==> src/rtl/heater_link_protocol_engine_top_macros.svh <==
// Assertion macros for the boiler link protocol engine.
// Used by the top level; the clock and reset are passed in explicitly.
`ifndef HEATER_LINK_PROTOCOL_ENGINE_TOP_MACROS_SVH
`define HEATER_LINK_PROTOCOL_ENGINE_TOP_MACROS_SVH
`ifndef SYNTHESIS
`define HLPE_ASSERT_IMPLY(label, clock, resetn, ante, cons) \
    label: assert property (@(posedge clock) disable iff (!resetn) (ante) |-> (cons)) \
        else $error("Assertion failed: same-cycle implication.");
`define HLPE_ASSERT_NEXT(label, clock, resetn, ante, cons) \
    label: assert property (@(posedge clock) disable iff (!resetn) (ante) |=> (cons)) \
        else $error("Assertion failed: next-cycle implication.");
`else
`define HLPE_ASSERT_IMPLY(label, clock, resetn, ante, cons)
`define HLPE_ASSERT_NEXT(label, clock, resetn, ante, cons)
`endif
`endif

==> src/rtl/hlpe_pkg.sv <==
// Shared types and constants of the boiler link protocol engine.
// Used by the front, queue, back and top level; depends on nothing.
`default_nettype none
package hlpe_pkg;

    localparam logic [23:0] TIMEOUT_RESET = 24'd60000;
    localparam logic [23:0] TICKS_MAX     = 24'hFFFFFF;
    localparam int QUEUE_DEPTH_DEFAULT    = 4;
    localparam int STEP_W                 = 4;

    localparam logic REG_TIMEOUT = 1'b0;

    localparam logic [7:0] BYTE_WAKE        = 8'h04;
    localparam logic [7:0] BYTE_OFFER       = 8'h05;
    localparam logic [7:0] BYTE_SYNC        = 8'h16;
    localparam logic [7:0] BYTE_ACK         = 8'h06;
    localparam logic [7:0] BYTE_START       = 8'h41;
    localparam logic [7:0] FRAME_LEN_READ   = 8'h05;
    localparam logic [7:0] FRAME_LEN_WRITE  = 8'h06;
    localparam logic [7:0] FUNC_READ        = 8'h01;
    localparam logic [7:0] FUNC_WRITE       = 8'h02;
    localparam logic [7:0] WRITE_COUNT      = 8'h01;
    localparam logic [7:0] DONE_MIN_LEN     = 8'h05;

    localparam logic [1:0] MODE_TICK  = 2'd0;
    localparam logic [1:0] MODE_BYTE  = 2'd1;
    localparam logic [1:0] MODE_READ  = 2'd2;
    localparam logic [1:0] MODE_WRITE = 2'd3;

    localparam logic [2:0] KIND_TX      = 3'd0;
    localparam logic [2:0] KIND_PAYLOAD = 3'd1;
    localparam logic [2:0] KIND_DONE    = 3'd2;
    localparam logic [2:0] KIND_ERROR   = 3'd3;
    localparam logic [2:0] KIND_TIMEOUT = 3'd4;

    typedef enum logic [2:0] {
        PH_IDLE,
        PH_OFFER,
        PH_NOTINIT,
        PH_READY,
        PH_ANSWER
    } phase_t;

    typedef enum logic [2:0] {
        OP_NONE,
        OP_TIMEOUT,
        OP_FAIL,
        OP_WAKE,
        OP_PAYLOAD,
        OP_DONE,
        OP_FRAME
    } op_t;

    typedef struct packed {
        logic [1:0] mode;
        logic [7:0] rx_byte;
        logic [7:0] addr_hi;
        logic [7:0] addr_lo;
        logic [7:0] read_length;
        logic [7:0] write_value;
    } in_item_t;

    typedef struct packed {
        logic [2:0] kind;
        logic [7:0] byte_value;
        logic [7:0] payload_index;
        logic [7:0] reply_addr_hi;
        logic [7:0] reply_addr_lo;
        logic [7:0] reply_length;
        logic       ready_res;
        logic       last;
    } out_item_t;

    typedef struct packed {
        logic       pre_wake;
        op_t        op;
        logic       ready_flag;
        logic       is_write;
        logic [7:0] data_byte;
        logic [7:0] index;
        logic [7:0] addr_hi;
        logic [7:0] addr_lo;
        logic [7:0] len;
        logic [7:0] sum;
    } job_t;

    typedef struct packed {
        logic full;
        logic empty;
    } q_status_t;

endpackage
`default_nettype wire

==> src/rtl/hlpe_front.sv <==
// Front part of the link engine: accepts items, runs the link state machine
// and classifies each item into a job for the back part. Uses hlpe_pkg.
`default_nettype none
module hlpe_front
    import hlpe_pkg::*;
(
    input  wire logic      clk,
    input  wire logic      rst_n,
    input  wire logic      in_valid,
    input  wire in_item_t  in_data,
    output logic           in_stall,
    input  wire logic [23:0] timeout,
    input  wire q_status_t q_status,
    output logic           push,
    output job_t           push_job
);

    phase_t      phase_reg, phase_next;
    logic [7:0]  count_reg, count_next;
    logic [7:0]  len_field_reg, len_field_next;
    logic [7:0]  exp_hi_reg, exp_hi_next;
    logic [7:0]  exp_lo_reg, exp_lo_next;
    logic [7:0]  exp_len_reg, exp_len_next;
    logic [23:0] elapsed_reg, elapsed_next;

    always_ff @(posedge clk or negedge rst_n)
    begin
        if (!rst_n)
        begin
            phase_reg     <= PH_IDLE;
            count_reg     <= '0;
            len_field_reg <= '0;
            exp_hi_reg    <= '0;
            exp_lo_reg    <= '0;
            exp_len_reg   <= '0;
            elapsed_reg   <= '0;
        end
        else
        begin
            phase_reg     <= phase_next;
            count_reg     <= count_next;
            len_field_reg <= len_field_next;
            exp_hi_reg    <= exp_hi_next;
            exp_lo_reg    <= exp_lo_next;
            exp_len_reg   <= exp_len_next;
            elapsed_reg   <= elapsed_next;
        end
    end

    logic        accept;
    phase_t      phase_eff;
    logic [23:0] ticks_inc;
    logic        is_write;
    logic [7:0]  f1, f3, f6;
    logic [7:0]  sum;
    logic [8:0]  pay_limit;
    logic [7:0]  b;

    assign in_stall = q_status.full;
    assign accept   = in_valid && !q_status.full;
    assign b        = in_data.rx_byte;

    always_comb
    begin
        phase_next     = phase_reg;
        count_next     = count_reg;
        len_field_next = len_field_reg;
        exp_hi_next    = exp_hi_reg;
        exp_lo_next    = exp_lo_reg;
        exp_len_next   = exp_len_reg;
        elapsed_next   = elapsed_reg;
        push_job       = '0;
        push_job.op    = OP_NONE;
        phase_eff      = phase_reg;

        ticks_inc = (elapsed_reg == TICKS_MAX) ? elapsed_reg : elapsed_reg + 24'd1;
        is_write  = (in_data.mode == MODE_WRITE);
        f1        = is_write ? FRAME_LEN_WRITE : FRAME_LEN_READ;
        f3        = is_write ? FUNC_WRITE : FUNC_READ;
        f6        = is_write ? WRITE_COUNT : in_data.read_length;
        sum       = f1 + f3 + in_data.addr_hi + in_data.addr_lo + f6
                    + (is_write ? in_data.write_value : 8'h00);
        pay_limit = {1'b0, len_field_reg} + 9'd3;

        if (accept)
        begin
            if (in_data.mode == MODE_TICK)
            begin
                elapsed_next = ticks_inc;
                if (ticks_inc > timeout)
                begin
                    push_job.op         = OP_TIMEOUT;
                    push_job.ready_flag = (phase_reg == PH_READY);
                    phase_next          = PH_OFFER;
                    elapsed_next        = '0;
                end
                else if (phase_reg == PH_IDLE)
                begin
                    push_job.pre_wake = 1'b1;
                    phase_next        = PH_OFFER;
                    elapsed_next      = '0;
                end
            end
            else
            begin
                if (phase_reg == PH_IDLE)
                begin
                    push_job.pre_wake = 1'b1;
                    phase_eff         = PH_OFFER;
                    phase_next        = PH_OFFER;
                    elapsed_next      = '0;
                end
                if (in_data.mode == MODE_BYTE)
                begin
                    case (phase_eff)
                        PH_OFFER:
                        begin
                            elapsed_next = '0;
                            if (b == BYTE_OFFER)
                            begin
                                phase_next  = PH_NOTINIT;
                                push_job.op = OP_WAKE;
                            end
                            else
                            begin
                                phase_next  = PH_OFFER;
                                push_job.op = OP_FAIL;
                            end
                        end
                        PH_NOTINIT:
                        begin
                            elapsed_next = '0;
                            if (b == BYTE_ACK)
                            begin
                                phase_next = PH_READY;
                            end
                            else
                            begin
                                phase_next  = PH_OFFER;
                                push_job.op = OP_FAIL;
                            end
                        end
                        PH_ANSWER:
                        begin
                            count_next = count_reg + 8'd1;
                            case (count_reg)
                                8'd0:    push_job.op = (b != BYTE_ACK) ? OP_FAIL : OP_NONE;
                                8'd1:    push_job.op = (b != BYTE_START) ? OP_FAIL : OP_NONE;
                                8'd2:    len_field_next = b;
                                8'd3:    push_job.op = OP_NONE;
                                8'd4:    push_job.op = OP_NONE;
                                8'd5:    push_job.op = (b != exp_hi_reg) ? OP_FAIL : OP_NONE;
                                8'd6:    push_job.op = (b != exp_lo_reg) ? OP_FAIL : OP_NONE;
                                8'd7:    push_job.op = (b != exp_len_reg) ? OP_FAIL : OP_NONE;
                                default:
                                begin
                                    if (count_reg != 8'hFF && {1'b0, count_reg} < pay_limit)
                                    begin
                                        push_job.op        = OP_PAYLOAD;
                                        push_job.data_byte = b;
                                        push_job.index     = count_reg - 8'd8;
                                    end
                                    else
                                    begin
                                        count_next = count_reg;
                                        phase_next = PH_READY;
                                        if (len_field_reg > DONE_MIN_LEN)
                                        begin
                                            push_job.op      = OP_DONE;
                                            push_job.addr_hi = exp_hi_reg;
                                            push_job.addr_lo = exp_lo_reg;
                                            push_job.len     = len_field_reg;
                                        end
                                    end
                                end
                            endcase
                            if (push_job.op == OP_FAIL)
                            begin
                                count_next   = count_reg;
                                phase_next   = PH_OFFER;
                                elapsed_next = '0;
                            end
                        end
                        default:
                        begin
                            push_job.op = OP_NONE;
                        end
                    endcase
                end
                else if (phase_eff == PH_READY)
                begin
                    push_job.op        = OP_FRAME;
                    push_job.is_write  = is_write;
                    push_job.data_byte = in_data.write_value;
                    push_job.addr_hi   = in_data.addr_hi;
                    push_job.addr_lo   = in_data.addr_lo;
                    push_job.len       = f6;
                    push_job.sum       = sum;
                    exp_hi_next        = in_data.addr_hi;
                    exp_lo_next        = in_data.addr_lo;
                    exp_len_next       = f6;
                    count_next         = '0;
                    phase_next         = PH_ANSWER;
                    elapsed_next       = '0;
                end
            end
        end
        push = accept && (push_job.pre_wake || push_job.op != OP_NONE);
    end

endmodule
`default_nettype wire

==> src/rtl/hlpe_queue.sv <==
// Job queue between the front and back parts of the link engine.
// A small register ring with push and pop; uses hlpe_pkg.
`default_nettype none
module hlpe_queue
    import hlpe_pkg::*;
#(
    parameter int DEPTH = QUEUE_DEPTH_DEFAULT
)
(
    input  wire logic clk,
    input  wire logic rst_n,
    input  wire logic push,
    input  wire job_t push_job,
    input  wire logic pop,
    output job_t      head,
    output q_status_t q_status
);

    localparam int PTR_W = (DEPTH > 1) ? $clog2(DEPTH) : 1;
    localparam int CNT_W = $clog2(DEPTH + 1);
    localparam logic [PTR_W-1:0] PTR_LAST = PTR_W'(DEPTH - 1);
    localparam logic [CNT_W-1:0] CNT_FULL = CNT_W'(DEPTH);

    job_t             slots_reg [DEPTH];
    logic [PTR_W-1:0] wr_ptr_reg, wr_ptr_next;
    logic [PTR_W-1:0] rd_ptr_reg, rd_ptr_next;
    logic [CNT_W-1:0] count_reg, count_next;

    always_comb
    begin
        wr_ptr_next = wr_ptr_reg;
        rd_ptr_next = rd_ptr_reg;
        count_next  = count_reg;
        if (push)
        begin
            wr_ptr_next = (wr_ptr_reg == PTR_LAST) ? '0 : wr_ptr_reg + 1'b1;
        end
        if (pop)
        begin
            rd_ptr_next = (rd_ptr_reg == PTR_LAST) ? '0 : rd_ptr_reg + 1'b1;
        end
        if (push && !pop)
        begin
            count_next = count_reg + 1'b1;
        end
        else if (pop && !push)
        begin
            count_next = count_reg - 1'b1;
        end
    end

    always_ff @(posedge clk or negedge rst_n)
    begin
        if (!rst_n)
        begin
            wr_ptr_reg <= '0;
            rd_ptr_reg <= '0;
            count_reg  <= '0;
        end
        else
        begin
            wr_ptr_reg <= wr_ptr_next;
            rd_ptr_reg <= rd_ptr_next;
            count_reg  <= count_next;
        end
    end

    always_ff @(posedge clk)
    begin
        if (push)
        begin
            slots_reg[wr_ptr_reg] <= push_job;
        end
    end

    assign head           = slots_reg[rd_ptr_reg];
    assign q_status.full  = (count_reg == CNT_FULL);
    assign q_status.empty = (count_reg == '0);

endmodule
`default_nettype wire

==> src/rtl/hlpe_back.sv <==
// Back part of the link engine (uses hlpe_pkg): expands the job at the queue
// head into result transactions, one per cycle unless stalled, into the output register.
`default_nettype none
module hlpe_back
    import hlpe_pkg::*;
(
    input  wire logic      clk,
    input  wire logic      rst_n,
    input  wire job_t      head,
    input  wire q_status_t q_status,
    output logic           pop,
    output logic           out_valid,
    output out_item_t      out_data,
    input  wire logic      out_stall
);

    logic [STEP_W-1:0] step_reg, step_next;
    logic              out_valid_reg, out_valid_next;
    out_item_t         out_data_reg, out_data_next;

    logic [STEP_W-1:0] op_len;
    logic [STEP_W-1:0] total;
    logic [STEP_W-1:0] k;
    logic              load;
    out_item_t         res;

    always_comb
    begin
        case (head.op)
            OP_NONE:    op_len = STEP_W'(0);
            OP_TIMEOUT: op_len = STEP_W'(2);
            OP_FAIL:    op_len = STEP_W'(2);
            OP_WAKE:    op_len = STEP_W'(3);
            OP_PAYLOAD: op_len = STEP_W'(1);
            OP_DONE:    op_len = STEP_W'(1);
            OP_FRAME:   op_len = head.is_write ? STEP_W'(9) : STEP_W'(8);
            default:    op_len = STEP_W'(0);
        endcase
        total = op_len + STEP_W'(head.pre_wake);
        k     = step_reg - STEP_W'(head.pre_wake);

        res      = '0;
        res.kind = KIND_TX;
        if (head.pre_wake && step_reg == '0)
        begin
            res.byte_value = BYTE_WAKE;
        end
        else
        begin
            case (head.op)
                OP_TIMEOUT, OP_FAIL:
                begin
                    if (k == '0)
                    begin
                        res.kind      = (head.op == OP_TIMEOUT) ? KIND_TIMEOUT : KIND_ERROR;
                        res.ready_res = (head.op == OP_TIMEOUT) && head.ready_flag;
                    end
                    else
                    begin
                        res.byte_value = BYTE_WAKE;
                    end
                end
                OP_WAKE:
                begin
                    res.byte_value = (k == '0) ? BYTE_SYNC : 8'h00;
                end
                OP_PAYLOAD:
                begin
                    res.kind          = KIND_PAYLOAD;
                    res.byte_value    = head.data_byte;
                    res.payload_index = head.index;
                end
                OP_DONE:
                begin
                    res.kind          = KIND_DONE;
                    res.reply_addr_hi = head.addr_hi;
                    res.reply_addr_lo = head.addr_lo;
                    res.reply_length  = head.len;
                    res.ready_res     = 1'b1;
                end
                OP_FRAME:
                begin
                    case (k)
                        STEP_W'(0): res.byte_value = BYTE_START;
                        STEP_W'(1): res.byte_value = head.is_write ? FRAME_LEN_WRITE
                                                                   : FRAME_LEN_READ;
                        STEP_W'(2): res.byte_value = 8'h00;
                        STEP_W'(3): res.byte_value = head.is_write ? FUNC_WRITE : FUNC_READ;
                        STEP_W'(4): res.byte_value = head.addr_hi;
                        STEP_W'(5): res.byte_value = head.addr_lo;
                        STEP_W'(6): res.byte_value = head.len;
                        STEP_W'(7): res.byte_value = head.is_write ? head.data_byte
                                                                   : head.sum;
                        default:    res.byte_value = head.sum;
                    endcase
                end
                default:
                begin
                    res.byte_value = BYTE_WAKE;
                end
            endcase
        end
        res.last = (step_reg == total - STEP_W'(1));
    end

    always_comb
    begin
        load           = !q_status.empty && (!out_valid_reg || !out_stall);
        step_next      = step_reg;
        out_valid_next = out_valid_reg;
        out_data_next  = out_data_reg;
        pop            = 1'b0;
        if (load)
        begin
            out_valid_next = 1'b1;
            out_data_next  = res;
            if (res.last)
            begin
                step_next = '0;
                pop       = 1'b1;
            end
            else
            begin
                step_next = step_reg + STEP_W'(1);
            end
        end
        else if (out_valid_reg && !out_stall)
        begin
            out_valid_next = 1'b0;
        end
    end

    always_ff @(posedge clk or negedge rst_n)
    begin
        if (!rst_n)
        begin
            step_reg      <= '0;
            out_valid_reg <= 1'b0;
        end
        else
        begin
            step_reg      <= step_next;
            out_valid_reg <= out_valid_next;
        end
    end

    always_ff @(posedge clk)
    begin
        out_data_reg <= out_data_next;
    end

    assign out_valid = out_valid_reg;
    assign out_data  = out_data_reg;

endmodule
`default_nettype wire

==> src/rtl/heater_link_protocol_engine_top.sv <==
// Top level of the boiler link protocol engine: register port, front, queue and back.
// Depends on hlpe_pkg, hlpe_front, hlpe_queue, hlpe_back and the assertion macros header.
//
// The front part accepts one input transaction per clock cycle as long as the job
// queue (QUEUE_DEPTH entries) has room, and updates the link state at once. Each
// transaction yields zero to nine result transactions, which the back part delivers
// one per cycle while out_stall is low, through a registered output; the sustained
// rate is one result per cycle when the output does not stall.
// The timeout register sits at byte address 0 and should be written only while idle.
`default_nettype none
`include "heater_link_protocol_engine_top_macros.svh"
module heater_link_protocol_engine_top
    import hlpe_pkg::*;
#(
    parameter int QUEUE_DEPTH = QUEUE_DEPTH_DEFAULT
)
(
    input  wire logic        clk,
    input  wire logic        rst_n,
    input  wire logic        in_valid,
    input  wire in_item_t    in_data,
    output logic             in_stall,
    output logic             out_valid,
    output out_item_t        out_data,
    input  wire logic        out_stall,
    input  wire logic        psel,
    input  wire logic        penable,
    input  wire logic        pwrite,
    input  wire logic [2:0]  paddr,
    input  wire logic [31:0] pwdata,
    output logic [31:0]      prdata,
    output logic             pready
);

    logic [23:0] timeout_reg, timeout_next;
    logic        push;
    job_t        push_job;
    logic        pop;
    job_t        head;
    q_status_t   q_status;

    assign pready = 1'b1;

    always_comb
    begin
        timeout_next = timeout_reg;
        if (psel && penable && pwrite && paddr[2] == REG_TIMEOUT)
        begin
            timeout_next = pwdata[23:0];
        end
    end

    always_ff @(posedge clk or negedge rst_n)
    begin
        if (!rst_n)
        begin
            timeout_reg <= TIMEOUT_RESET;
        end
        else
        begin
            timeout_reg <= timeout_next;
        end
    end

    assign prdata = (paddr[2] == REG_TIMEOUT) ? {8'h00, timeout_reg} : 32'h0;

    hlpe_front u_front (
        .clk      (clk),
        .rst_n    (rst_n),
        .in_valid (in_valid),
        .in_data  (in_data),
        .in_stall (in_stall),
        .timeout  (timeout_reg),
        .q_status (q_status),
        .push     (push),
        .push_job (push_job)
    );

    hlpe_queue #(
        .DEPTH (QUEUE_DEPTH)
    ) u_queue (
        .clk      (clk),
        .rst_n    (rst_n),
        .push     (push),
        .push_job (push_job),
        .pop      (pop),
        .head     (head),
        .q_status (q_status)
    );

    hlpe_back u_back (
        .clk       (clk),
        .rst_n     (rst_n),
        .head      (head),
        .q_status  (q_status),
        .pop       (pop),
        .out_valid (out_valid),
        .out_data  (out_data),
        .out_stall (out_stall)
    );

    `HLPE_ASSERT_IMPLY(a_done_alone_ready, clk, rst_n, out_valid && out_data.kind == KIND_DONE, out_data.ready_res && out_data.last)
    `HLPE_ASSERT_NEXT(a_timeout_then_wake, clk, rst_n, out_valid && !out_stall && out_data.kind == KIND_TIMEOUT, out_valid && out_data.kind == KIND_TX && out_data.byte_value == BYTE_WAKE)
    `HLPE_ASSERT_NEXT(a_queue_drains, clk, rst_n, !q_status.empty && (!out_valid || !out_stall), out_valid)

endmodule
`default_nettype wire
==> config.mk <==
export PLATFORM = sky130hd
export DESIGN_NAME = heater_link_protocol_engine_top
export DESIGN_NICKNAME = d
export VERILOG_FILES = /design/src/rtl/hlpe_pkg.sv /design/src/rtl/hlpe_front.sv /design/src/rtl/hlpe_queue.sv /design/src/rtl/hlpe_back.sv /design/src/rtl/heater_link_protocol_engine_top.sv
export VERILOG_INCLUDE_DIRS = /design/src /design/src/rtl
export SDC_FILE = /design/constraint.sdc
export NUM_CORES = 1
export LEC_CHECK = 0
export BUFFER_PORTS_ARGS = -buffer_cell sky130_fd_sc_hd__buf_4
export CORE_MARGIN = 10
export CORE_UTILIZATION = 60
export CTS_BUF_LIST = sky130_fd_sc_hd__clkbuf_2 sky130_fd_sc_hd__clkbuf_4 sky130_fd_sc_hd__clkbuf_8
export DETAILED_ROUTE_END_ITERATION = 7
export PLACE_DENSITY = 0.81
export SYNTH_ARGS = -nofsm -noshare
export SYNTH_HDL_FRONTEND = slang
export SYNTH_SLANG_ARGS = --single-unit
==> constraint.sdc <==
create_clock -name clk -period 8.05 [get_ports clk]
set_input_delay 2.0125 -clock clk [delete_from_list [all_inputs] [get_ports clk]]
set_output_delay 2.0125 -clock clk [all_outputs]
set_load 0.1 [all_outputs]
Yosys cells after proc, flatten, opt, wreduce, memory -nomap -nowiden
Memory sizes are Yosys's and may differ from the RTL's.
Index checks and enable logic that the tools add are counted.
{ "totals": {"mem_bits_rw": 216, "word_cells": 225, "mem_count": 1, "regBits": 148} }
{ "memory_table": {"columns": ["memory", "depth", "word_bits", "rd", "rd_ports_with_merged_regs", "wr", "line_no", "source"], "rows": [
  ["u_queue.slots_reg", 4, 54, 1, 0, 1, "hlpe_queue.sv:24", "job_t slots_reg [DEPTH];"]
]} }
{ "classes": {"magnitude_cmp": 3, "n_eq_ne": 44, "n_addsub": 17, "muxes": 94, "n_reduce_logical": 40, "bitwise_logic": 5} }
{ "ops": {"columns": ["operator", "n"], "rows": [
  ["2-to-1 mux 24 bit", 12],
  ["2-to-1 mux 8 bit", 12],
  ["2-to-1 mux 40 bit", 2],
  ["2-to-1 mux 3 bit", 23],
  ["one-hot mux 8 bit (8 select lines)", 1],
  ["2-to-1 mux 54 bit", 1],
  ["2-to-1 mux 49 bit", 1],
  ["equality test 8 x 3 -> 1 bit, second input constant", 6],
  ["one-hot mux 24 bit (2 select lines)", 1],
  ["adder 8 bit", 5],
  ["one-hot mux 8 bit (5 select lines)", 1],
  ["2-to-1 mux 32 bit", 1],
  ["2-to-1 mux 2 bit", 15],
  ["one-hot mux 3 bit (3 select lines)", 3],
  ["adder 24 x 1 -> 24 bit, second input constant", 1],
  ["equality test 24 bit, second input constant", 1],
  ["greater-than comparator 24 bit", 1],
  ["inequality test 8 bit", 3],
  ["equality test 3 x 2 -> 1 bit, second input constant", 6],
  ["one-hot mux 3 bit (6 select lines)", 1],
  ["equality test 4 x 3 -> 1 bit, second input constant", 4],
  ["equality test 8 x 2 -> 1 bit, second input constant", 2],
  ["2-to-1 mux 16 bit", 1],
  ["one-hot mux 4 bit (4 select lines)", 1],
  ["46 further kinds", 98]
]} }

Longest topological paths before layout
Gate-level depths: netlist of the first run.
{ "depth": {"depth_word": 20, "depth_mapped": 23, "ltp_nobuf": 22} }

Hierarchy
From an unflattened synthesis of the first run, not the netlist that was laid out.
{ "unflattened": {"cells_unflattened": 1430, "hier_area_um2": 18798.0} }
{ "by_module_without_submodules": {"columns": ["mod", "cells_per_inst", "n_inst", "seq_area_each_um2", "area_per_inst_um2"], "rows": [
  ["hlpe_queue", 319, 1, 6661.4, 8207.9],
  ["hlpe_front", 781, 1, 1676.6, 6513.7],
  ["hlpe_back", 242, 1, 1476.4, 2840.2],
  ["heater_link_protocol_engine_top", 88, 1, 609.3, 1236.2]
]} }

Worst setup path after synthesis of the first run
Ideal clock, no wire load.
{ "synth_path": {"path_kind": "input-to-reg", "start": "in in_data[40] (netlist bit)", "end": "mem u_queue.slots_reg[0][0] (netlist bit) (enable)", "n_path_buf": 2, "required_ns": 7.577, "setup_slack_ns": 1.659, "path_stages": 9, "arrival_ns": 5.918, "setup_ns": 0.473, "path_cell_list": "clkbuf_1 > nor2b_1 > clkbuf_1 > nor3_1 > nor2_1 > a221o_1 > nand4_1 > a21oi_4 > nor2b_1"} }
{ "synth_between": {"elab_chain_len": 9, "word_cells_on_any_way": 10, "classes_between": "eq/ne: 1; mux: 5; reduce/logical: 4"} }
{ "synth_lines": {"columns": ["element", "line_no", "source"], "rows": [
  ["start: declaration", "heater_link_protocol_engine_top.sv:21", "input wire in_item_t in_data,"],
  ["equality test 2 x 1 -> 1 bit", "hlpe_front.sv:113", "if (in_data.mode == MODE_BYTE)"],
  ["2-to-1 mux 3 bit", "hlpe_front.sv:113", null],
  ["2-to-1 mux 4 bit *", "hlpe_front.sv:87", "if (in_data.mode == MODE_TICK)"],
  ["2-to-1 mux 54 bit *", "hlpe_front.sv:85", "if (accept)"],
  ["nonzero test 3 bit", "hlpe_front.sv:208", "push = accept && (push_job.pre_wake || push_job.op != OP_NONE);"],
  ["logical OR 1 bit *", "hlpe_front.sv:208", null],
  ["logical AND 1 bit *", "hlpe_front.sv:208", null],
  ["2-to-1 mux 1 bit *", "hlpe_queue.sv:70", "if (push)"],
  ["2-to-1 mux 1 bit (not written as such) *", "hlpe_queue.sv:72", "slots_reg[wr_ptr_reg] <= push_job;"],
  ["end: declaration", "hlpe_queue.sv:24", null]
]} }
Every way passes the cells marked *; elsewhere a longest branch is shown, timed or not.

Worst setup path after layout of the first run
{ "layout_path": {"start": "reg u_front.elapsed_reg[17]", "end": "reg u_queue.count_reg[1]"} }
{ "layout_between": {"word_cells_on_any_way": 16, "classes_between": "add/sub: 1; order compare: 1; eq/ne: 1; mux: 6; reduce/logical: 7"} }
{ "layout_rtl": {"columns": ["element", "line_no", "source"], "rows": [
  ["start: declaration", "hlpe_front.sv:24", "logic [23:0] elapsed_reg, elapsed_next;"],
  ["start signal: assignment", "hlpe_front.sv:46", "elapsed_reg <= elapsed_next;"],
  ["adder 24 x 1 -> 24 bit / equality test 24 bit (equally long branches)", "hlpe_front.sv:76", "ticks_inc = (elapsed_reg == TICKS_MAX) ? elapsed_reg : elapsed_reg + 24'd1;"],
  ["2-to-1 mux 24 bit *", "hlpe_front.sv:76", null],
  ["greater-than comparator 24 bit *", "hlpe_front.sv:90", "if (ticks_inc > timeout)"],
  ["2-to-1 mux 2 bit", "hlpe_front.sv:90", null],
  ["2-to-1 mux 4 bit *", "hlpe_front.sv:87", null],
  ["2-to-1 mux 54 bit *", "hlpe_front.sv:85", null],
  ["nonzero test 3 bit", "hlpe_front.sv:208", null],
  ["logical OR 1 bit *", "hlpe_front.sv:208", null],
  ["logical AND 1 bit *", "hlpe_front.sv:208", null],
  ["via push", "heater_link_protocol_engine_top.sv:36", "logic push;"],
  ["logical AND 1 bit *", "hlpe_queue.sv:42", "if (push && !pop)"],
  ["2-to-1 mux 3 bit *", "hlpe_queue.sv:42", null],
  ["via u_queue.count_next[1]", "hlpe_queue.sv:27", "logic [CNT_W-1:0] count_reg, count_next;"],
  ["end signal: assignment", "hlpe_queue.sv:64", "count_reg <= count_next;"],
  ["end: declaration", "hlpe_queue.sv:27", null]
]} }
The timed path passes the listed nets; every way through them passes the cells marked *.
A chain may end at the register's enable or synchronous reset.

==> metrics.yaml, run 1 <==
run_status:
  status: "finished, final reports clean"
critical_path:
  rr_endpoint: "u_queue.count_reg[1]"
  rrSetupSlack_ps: 2300
  start_kind: "register"
  crit_chain: "and3_1 > and4_1 > a211oi_2 > nand3_1 > nor4_1 > xor2_1 > ha_1 > and3_1 > nand4_1 > nor4_1 > nor3_1 > o21ai_0 > nand4_1 > a21oi_4 > inv_1 > ha_1 > inv_1 > fa_1 > mux2_2"
  arrival_ps: 6230
  crit_family: "simple AND/OR/NAND/NOR gates"
  slowest_stage: "nor4_1"
  required_ps: 8530
  worstSetupEndpointType: "register"
  critical_path_class: "reg2reg"
  r2r-start: "u_front.elapsed_reg[17]"
  crit_buf_inv: 2
  crit_path_max_fanout: 8
  r2r_cells: 19
  max_stage_delay_ps: 620
clocking:
  clockBufferDepth: 3
  cts-htree-levels: 2
  tritoncts: "built"
  numCtsBuffers: 59
  cts_setup_buffers: 0
  cts_root_buffer: "clkbuf_8"
  clock-sinks: 364
  postCtsHoldBufs: 0
  ctsResizeCount: 0
  insertion_delay_ps: 610
  path_clk_slew_ps: 60
cells_and_area:
  nFillCells: 2099
  num_antenna_cells: 0
  area_growth_pct: 13.9
  multi_input_area_um2: 7510
  drive_above_1_share: 0.229
  final_core_util: 0.691
  seq_area_um2: 10400
  largest_reg_flops: 216
  nNetsFinal: 1784
drt:
  drt.antenna.violating_nets: 0
  routed_via_density: 6.25
  drt_iter0_drc: 1358
  drt_wl_total_um: 45400
  drc: 0
  via_count: 12900
  firstDrtPassIters: 5
  wl_per_cell_um: 22.0
yosys:
  synth_mux_area_frac: 0.101
  synth_edf_count: 261
  synth.distinct_cells: 85
  synth_flop_cell: "edfxtp_1"
  yosys.area_share.adder: 0.0622
  async_flop_share: 0.283
  synth_seq_area_share: 0.563
  synth_top_family_by_area: "simple AND/OR/NAND/NOR gates"
  synthCells: 1474
  avgSynthCellArea_um2: 12.6
  synth-simple-area-share: 0.122
  synth_compound_area_frac: 0.0932
  synth_area_um2: 18500
  yosys.area_share.xor_xnor: 0.0241
  yosys_warnings: 0
  ys_seq_elements: 364
grt:
  grt_pass1_vias: 12900
  grt_max_degree: 56
  grt_antenna_before_repair: 0
  grt_overflow: 0
  grt_pass1_wl_um: 71400
  grt_usage: 0.233
pwr:
  vdd_drop_max_uv: 198
  p_leak_nw: 8.33
  p_per_area_nw_per_um2: 336
place:
  post-dp-hpwl_um: 31800
  port_buffers: 144
  gp_congestion: 0.900
worst_hold_path:
  min_to: "u_back.out_valid"
  hold_path_depth: 2
  hold_class: "reg2reg"
  worstHoldStart: "u_queue.count_reg[2]"
timing:
  rsz0062_at_grt: "false"
  setup_viol: 0
  drv_slew: 0
  fmax_mhz: 174
  finalClockSkew_ps: 32.3
  max_slew_margin: 0.228
  period_share: 0.715
  fin_setup_tns_ps: 0
  tightest_slew_ps: 1160
  finalCriticalPeriod_ps: 5760
  hold_viol: 0
die:
  coreArea_um2: 30500
  die_x_um: 196
  rows: 64
  dieArea_um2: 38300
  pin_count: 164
  initial_core_util: 0.607
  die_h_um: 196
flow_run:
  drv_cap: 0
## stage by stage
stage | hold WS, ps | setup slack, ps | power, mW | cells | instance area [um2]
after floorplan | 450 | 1660 | 4.83 | 1481 | 18500
after global placement | 466 | 2240 | 5.40 | 1954 | 19900
after detailed placement | 488 | 2140 | 5.49 | 1954 | 19900
after CTS | 504 | 2400 | 7.10 | 2061 | 21100
after global routing | 516 | 1800 | 7.44 | 2061 | 21100
final | 500 | 2300 | 7.09 | 2061 | 21100
## Yosys cell counts, drive strengths merged (9+ instances only)
cell	instances	share of area
mux4	55	0.067
nand4	10	0.0037
fa	17	0.018
nor3	29	0.0087
nand3	41	0.011
a21o	9	0.0037
o211ai	9	0.0037
nor2	116	0.024
edfxtp	261	0.42
a22oi	40	0.016
inv	72	0.015
mux2	43	0.026
dfrtp	96	0.13
xnor2	33	0.016
and2	39	0.013
nand2b	10	0.0034
buf	26	0.0087
nor4	9	0.0041
nor2b	15	0.0051
xor2	17	0.0080
clkbuf	56	0.011
o21ai	77	0.021
and3	40	0.014
o22ai	9	0.0030
ha	64	0.043
mux2i	14	0.0076
a21oi	48	0.014
nand2	115	0.023
## metal layers
metal / up-vias / part of all wire / GRT usage
met1: 6353 / 0.41 / 0.320
met4: 0 / 0.019 / 0.0665
met3: 83 / 0.089 / 0.0476
li1: 5764 / - / -
met2: 673 / 0.48 / 0.369
met5: - / 0 / 0
## worst max-delay path by stage
stage | startpoint | end | slack [ps] | depth (start not counted)
final | u_front.elapsed_reg[17] | u_queue.count_reg[1] | 2300 | 19
after global routing | u_front.elapsed_reg[18] | u_queue.count_reg[1] | 1800 | 19
after CTS | u_front.elapsed_reg[17] | u_queue.count_reg[1] | 2400 | 19
after detailed placement | in_data[41] | u_queue.slots_reg[3][7] | 2140 | 13
after global placement | in_data[41] | u_queue.slots_reg[0][7] | 2240 | 13
after floorplan | in_data[40] | u_queue.slots_reg[0][0] | 1660 | 9
## cell families after synthesis
kind of cell,after synthesis
compound gates,258
xor+xnor,50
fa+ha+maj,82
buf+inv,154
flops,364
mux,112
other cells,2
simple gates,452
## final cells by class
type / count / area share
timing repair buffer: 159 / 0.0566
sequential: 364 / 0.495
multi-input combinational: 963 / 0.356
inverter: 72 / 0.0128
clock buffer: 79 / 0.0459
tap: 396 / 0.0235
clock inverter: 28 / 0.0104
## worst reg2reg max path, stage by stage, from the launching register on
cell      delay, ps
dfrtp_1         450
and3_1          210
and4_1          300
a211oi_2        350
nand3_1         290
nor4_1          450
xor2_1          190
ha_1            330
and3_1          200
nand4_1         210
nor4_1          620
nor3_1           80
o21ai_0         180
nand4_1         220
a21oi_4         460
inv_1           110
ha_1            240
inv_1            80
fa_1            380
mux2_2          260
## power by group
group          switching [mW]  internal [mW]
combinational            1.95          0.906
clock                   0.725          0.880
sequential              0.247           2.38
total                    2.92           4.16
## cell usage in the layout (no fill, tap or decap), types with 10 or more instances in the layout
master and count:
edfxtp_1 261, buf_4 159, nor2_1 116, nand2_1 115
dfrtp_1 94, o21ai_0 72, inv_1 70, ha_1 64
clkbuf_8 60, mux4_2 55, a21oi_1 46, nand3_1 41
and3_1 40, a22oi_1 40, and2_1 39, mux2_2 39
xnor2_1 32, nor3_1 26, clkbuf_4 19, xor2_1 17
fa_1 17, mux2i_1 14, clkinv_1 13, nor2b_1 11
nand2b_1 10
Power figures use the tool's default switching activity.
==> run 2: changes to the inputs <==
- clock period: 8.05 -> 5.45 ns (I/O delays scaled with it)
==> metrics.yaml, run 2 (synthesis results as in run 1) <==
drt:
  dr.max_layer_used: "met4"
  drt.antenna.violating_nets: 0
  wl_per_cell_um: 21.8
  met2_length_um: 21500
  via_count: 12800
  drc: 0
  firstDrtPassIters: 5
  routed_via_density: 6.17
  met1Wirelength_um: 18400
  wl_met3_um: 4210
  drt_iter0_drc: 1310
  drt_wl_total_um: 45300
flow_run:
  drv_cap: 0
grt:
  grt_max_degree: 60
  grt_antenna_before_repair: 2
  grt_usage: 0.233
  grt_pass1_vias: 12900
  grt_pass1_wl_um: 71300
  grt_overflow: 0
cells_and_area:
  final_common_cell: "edfxtp_1"
  nNetsFinal: 1794
  final_cell_mix: "edfxtp_1 (261), buf_4 (163), nor2_1 (116), nand2_1 (115), dfrtp_1 (94)"
  drive_above_1_share: 0.239
  area_growth_pct: 15.8
  largest_reg_flops: 216
  nFillCells: 2003
timing:
  fin_ws_ps: 330
  fin_setup_tns_ps: 0
  fmax_mhz: 195
  finalClockSkew_ps: 67.7
  hold_viol: 0
  period_share: 0.940
  drv_slew: 0
  rsz0062_at_grt: "false"
  max_slew_margin: 0.242
  setup_viol: 0
  finalCriticalPeriod_ps: 5120
  tightest_slew_ps: 1140
run_status:
  status: "finished, final reports clean"
critical_path:
  rr_endpoint: "u_queue.count_reg[1]"
  crit_chain: "and3_1 > and4_1 > a211oi_2 > nand3_2 > nor4_1 > buf_4 > xor2_1 > ha_1 > a21o_1 > a21o_1 > a41oi_1 > o211ai_1 > o21ai_1 > nand4_1 > a21oi_4 > inv_1 > ha_1 > inv_1 > fa_1 > mux2_2"
  worstSetupEndpointType: "register"
  required_ps: 5940
  startpoint: "u_front.elapsed_reg[17]"
  max_stage_delay_ps: 430
  critical_path_class: "reg2reg"
  r2r_cells: 20
  start_kind: "register"
  rrSetupSlack_ps: 330
  slowest_stage: "dfrtp_1"
  arrival_ps: 5610
  crit_end: "u_queue.count_reg[1]"
  r2r-start: "u_front.elapsed_reg[17]"
  crit_path_max_fanout: 8
die:
  coreArea_um2: 30500
  pin_count: 164
  dieArea_um2: 38300
  initial_core_util: 0.607
  rows: 64
  die_h_um: 196
  die_x_um: 196
clocking:
  cts_root_buffer: "clkbuf_8"
  path_clk_slew_ps: 60
  cts_setup_buffers: 0
  numCtsBuffers: 58
  insertion_delay_ps: 650
  tritoncts: "built"
  cts-htree-levels: 2
  clockBufferDepth: 3
  clock-sinks: 364
place:
  gp_congestion: 0.914
  port_buffers: 144
  post-dp-hpwl_um: 32400
  dp_slack_ps: 191
worst_hold_path:
  hold_class: "reg2reg"
  worstHoldStart: "u_front.exp_len_reg[7]"
  hold_path_depth: 2
pwr:
  vdd_drop_max_uv: 291
  p_per_area_nw_per_um2: 502
  p_leak_nw: 8.51
==> run 2: cell types whose count changed in the layout (fill, tap and decap cells not counted), moves of 3 or more <==
cell	delta
buf_12	+7
buf_4	+4
bufinv_16	+4
clkinv_1	-4
clkbuf_8	+3
==> run 2: routing by layer <==
layer | GRT usage | vias to the layer above
met3 | 0.0517 | 102
met2 | 0.368 | 657
met1 | 0.314 | 6261
li1 | - | 5794
met5 | 0 | -
met4 | 0.0783 | 0
==> run 2: area by class of cell <==
class | instances | area (um2) | area share
flip-flops and latches | 364 | 10400 | 0.486
multi-input cells | 963 | 7550 | 0.352
repair buffers | 170 | 1360 | 0.0636
inverters | 72 | 270 | 0.0126
clock buffers | 83 | 1020 | 0.0475
clock inverters | 26 | 309 | 0.0144
diodes | 2 | 5.00 | 0.000233
well taps | 396 | 495 | 0.0231
==> run 2: repair_timing <==
action / CTS / global route
setup endpoints to repair: 0 / 2
hold buffers: 0 / 0
resized for setup: 0 / 6
==> run 2: how the worst min path moves through the flow <==
stage                             endpoint  slack [ps]
floorplan           u_front.exp_len_reg[7]         450
CTS                 u_front.exp_len_reg[7]         500
detailed placement  u_front.exp_len_reg[7]         490
global route               timeout_reg[23]         520
finish              u_front.exp_len_reg[7]         500
global placement    u_front.exp_len_reg[7]         470
==> run 2: stage by stage <==
stage	hold slack (ps)	util	power [mW]	area, um2	cells
2_1_floorplan	450	-	7.13	18500	1481
3_3_place_gp	468	0.658	8.01	20100	1965
3_5_place_dp	489	0.658	8.14	20100	1965
4_1_cts	502	0.701	10.8	21400	2074
5_1_grt	516	0.703	11.3	21400	2076
6_report	502	0.703	10.8	21400	2076
==> run 2: power by group <==
part	switching, mW	internal, mW	total [mW]
Sequential	0.334	3.51	3.84
Clock	1.08	1.54	2.62
Combinational	2.93	1.37	4.30
Total	4.34	6.42	10.8
==> run 2: worst max-delay path: cells and delay by family, from the launching register on <==
kind                     cells  cell delay [ps]
buffers and inverters        3              320
adder cells (fa/ha/maj)      3              900
multiplexers                 1              280
flip-flops                   1              430
AO/OA/AOI/OAI                7             1690
XOR/XNOR                     1              220
AND/OR/NAND/NOR              5             1180
==> run 3: changes to the inputs <==
- ABC_AREA: not set -> 1
- GPL_TIMING_DRIVEN: not set -> 1
- SKIP_CTS_REPAIR_TIMING: not set -> 1
==> metrics.yaml, run 3 <==
place:
  port_buffers: 144
  dp_slack_ps: 356
  post-dp-hpwl_um: 35000
  gp_congestion: 0.952
timing:
  max_slew_margin: 0.272
  rsz0062_at_grt: "false"
  fin_ws_ps: 455
  hold_viol: 0
  period_share: 0.916
  setup_viol: 0
  finalCriticalPeriod_ps: 4990
  drv_slew: 0
  fmax_mhz: 200
  fin_setup_tns_ps: 0
  tightest_slew_ps: 1090
  finalClockSkew_ps: 18.9
yosys:
  synthTopCellsByCount: "nand2_1 (413), edfxtp_1 (261), nor2_1 (228)"
  synth.area.top_cells: "edfxtp_1 (42%), dfrtp_1 (13%), nand2_1 (8.3%), nor2_1 (4.6%), ha_1 (4.3%)"
  synth.distinct_cells: 63
  synth_area_um2: 18800
  yosys.area.top_type_share: 0.418
  yosysTopAreaCell: "edfxtp_1"
  synth_seq_area_share: 0.555
  ys_seq_elements: 364
  synthCells: 1941
  yosys_warnings: 0
  synth_edf_count: 261
  synth_flop_cell: "edfxtp_1"
  synth_most_common_cell: "nand2_1"
  avgSynthCellArea_um2: 9.67
  async_flop_share: 0.283
pwr:
  power_switching_mw: 4.91
  sequentialPowerShare: 0.353
  clockPowerShare: 0.212
  vdd_drop_max_uv: 315
  p_per_area_nw_per_um2: 518
  swShare: 0.444
  power_mw: 11.1
  p_int_mw: 6.15
  pwr-share-comb: 0.434
  p_leak_nw: 9.24
flow_run:
  drv_cap: 0
clocking:
  clockBufferDepth: 3
  numCtsBuffers: 57
  tritoncts: "built"
  insertion_delay_ps: 610
  cts-htree-levels: 2
  path_clk_slew_ps: 60
  clock-sinks: 364
  cts_root_buffer: "clkbuf_8"
die:
  pin_count: 164
  rows: 64
  initial_core_util: 0.610
  die_x_um: 197
  dieArea_um2: 38800
  coreArea_um2: 30700
  die_h_um: 197
cells_and_area:
  largest_reg_flops: 216
  final_common_cell: "nand2_1"
  area_growth_pct: 13.8
  final_cell_mix: "nand2_1 (413), edfxtp_1 (261), nor2_1 (226), buf_4 (162), inv_1 (161)"
  drive_above_1_share: 0.162
  num_antenna_cells: 0
  nNetsFinal: 2250
  final_core_util: 0.695
grt:
  gr-usage-met3: 0.0516
  grt_max_degree: 73
  grt_antenna_before_repair: 0
  globalRouteMet2Util: 0.421
  grt_pass1_wl_um: 77300
  grt_pass1_vias: 14500
  use_met1: 0.309
  grt_usage: 0.251
  grt_overflow: 0
  grt-busiest-layer: "met2"
worst_hold_path:
  hold_class: "reg2reg"
critical_path:
  critical_path_class: "reg2reg"
  slowest_stage: "fa_1"
  required_ps: 5930
  worstSetupEndpointType: "register"
  arrival_ps: 5480
  crit_path_max_fanout: 7
  start_kind: "register"
  max_stage_delay_ps: 440
  critical_path.most_common_cell: "nand2_1"
drt:
  wl_per_cell_um: 19.3
  drt_iter0_drc: 1374
  via_count: 14500
  routed_via_density: 5.73
  drc: 0
  firstDrtPassIters: 6
  drt_wl_total_um: 48900
  drt.antenna.violating_nets: 0
run_status:
  status: "finished, final reports clean"
-- run 3: cell count changes in the layout (fill, tap and decap cells not counted), sizes merged, moves of 55 or more --
cell | previous run | this run
nand2 | 115 | 454
nor2 | 116 | 240
a21oi | 48 | 146
inv | 74 | 171
nand3 | 41 | 100
mux4 | 55 | 0
-- run 3: kinds of logic after synthesis --
| group | count (synthesis) | share of synthesized area |
|---|---|---|
| and+or+nand+nor | 861 | 0.197 |
| DFF | 364 | 0.555 |
| AOI/OAI and AO/OA | 322 | 0.103 |
| buffers and inverters | 261 | 0.0606 |
| adders and majority gates | 81 | 0.0608 |
| xor gates and xnor gates | 48 | 0.0224 |
| other | 2 | 0.000400 |
| muxes | 2 | 0.00113 |
-- run 3: cell type report --
cell class	instances	area (um2)
flip-flops and latches	364	10400
well taps	396	495
inverters	171	644
fillers	2344	9390
clock buffers	79	981
repair buffers	168	1340
clock inverters	29	201
multi-input cells	1323	7270
-- run 3: power groups by stage --
stage / registers, mW / logic [mW] / clock network (mW)
6_report: 3.91 / 4.81 / 2.35
5_1_grt: 3.96 / 5.22 / 2.51
4_1_cts: 3.91 / 4.79 / 2.37
3_5_place_dp: 3.96 / 4.78 / 0
3_3_place_gp: 3.93 / 4.68 / 0
2_1_floorplan: 4.89 / 2.61 / 0
-- run 3: metal layers --
metal	part of all wire	wire, um
met5	0	0
met4	0.042	2060
met3	0.086	4220
met2	0.49	23800
met1	0.38	18800
-- run 3: per-stage QoR --
step	std cells	hold slack, ps	cell area [um2]
global route	2530	516	21400
floorplan	1948	453	18800
detailed placement	2422	483	20200
global placement	2422	469	20200
CTS	2530	499	21300
finish	2530	495	21400
-- run 3: path summary, 6_finish.rpt --
| kind | startpoint | to | slack, ps | cells after the start |
|---|---|---|---|---|
| hold / removal | u_front.exp_len_reg[1] | u_front.exp_len_reg[1] | 500 | 2 |
| min in group asynchronous | rst_n | u_front.exp_hi_reg[6] | 900 | 1 |
| hold reg to reg | u_front.exp_len_reg[1] | u_front.exp_len_reg[1] | 500 | 2 |
| max in group asynchronous | rst_n | timeout_reg[6] | 3500 | 2 |
| setup / recovery | u_front.elapsed_reg[0] | u_queue.count_reg[2] | 460 | 28 |
| setup reg to reg | u_front.elapsed_reg[0] | u_queue.count_reg[2] | 460 | 28 |
-- run 3: worst max-delay path, delay by kind of cell, from the launching register on --
kind	cells	cell delay, ps
AOI/OAI and AO/OA	4	470
xor gates and xnor gates	2	320
adders and majority gates	4	1090
buffers and inverters	2	160
DFF	1	400
and+or+nand+nor	16	2440
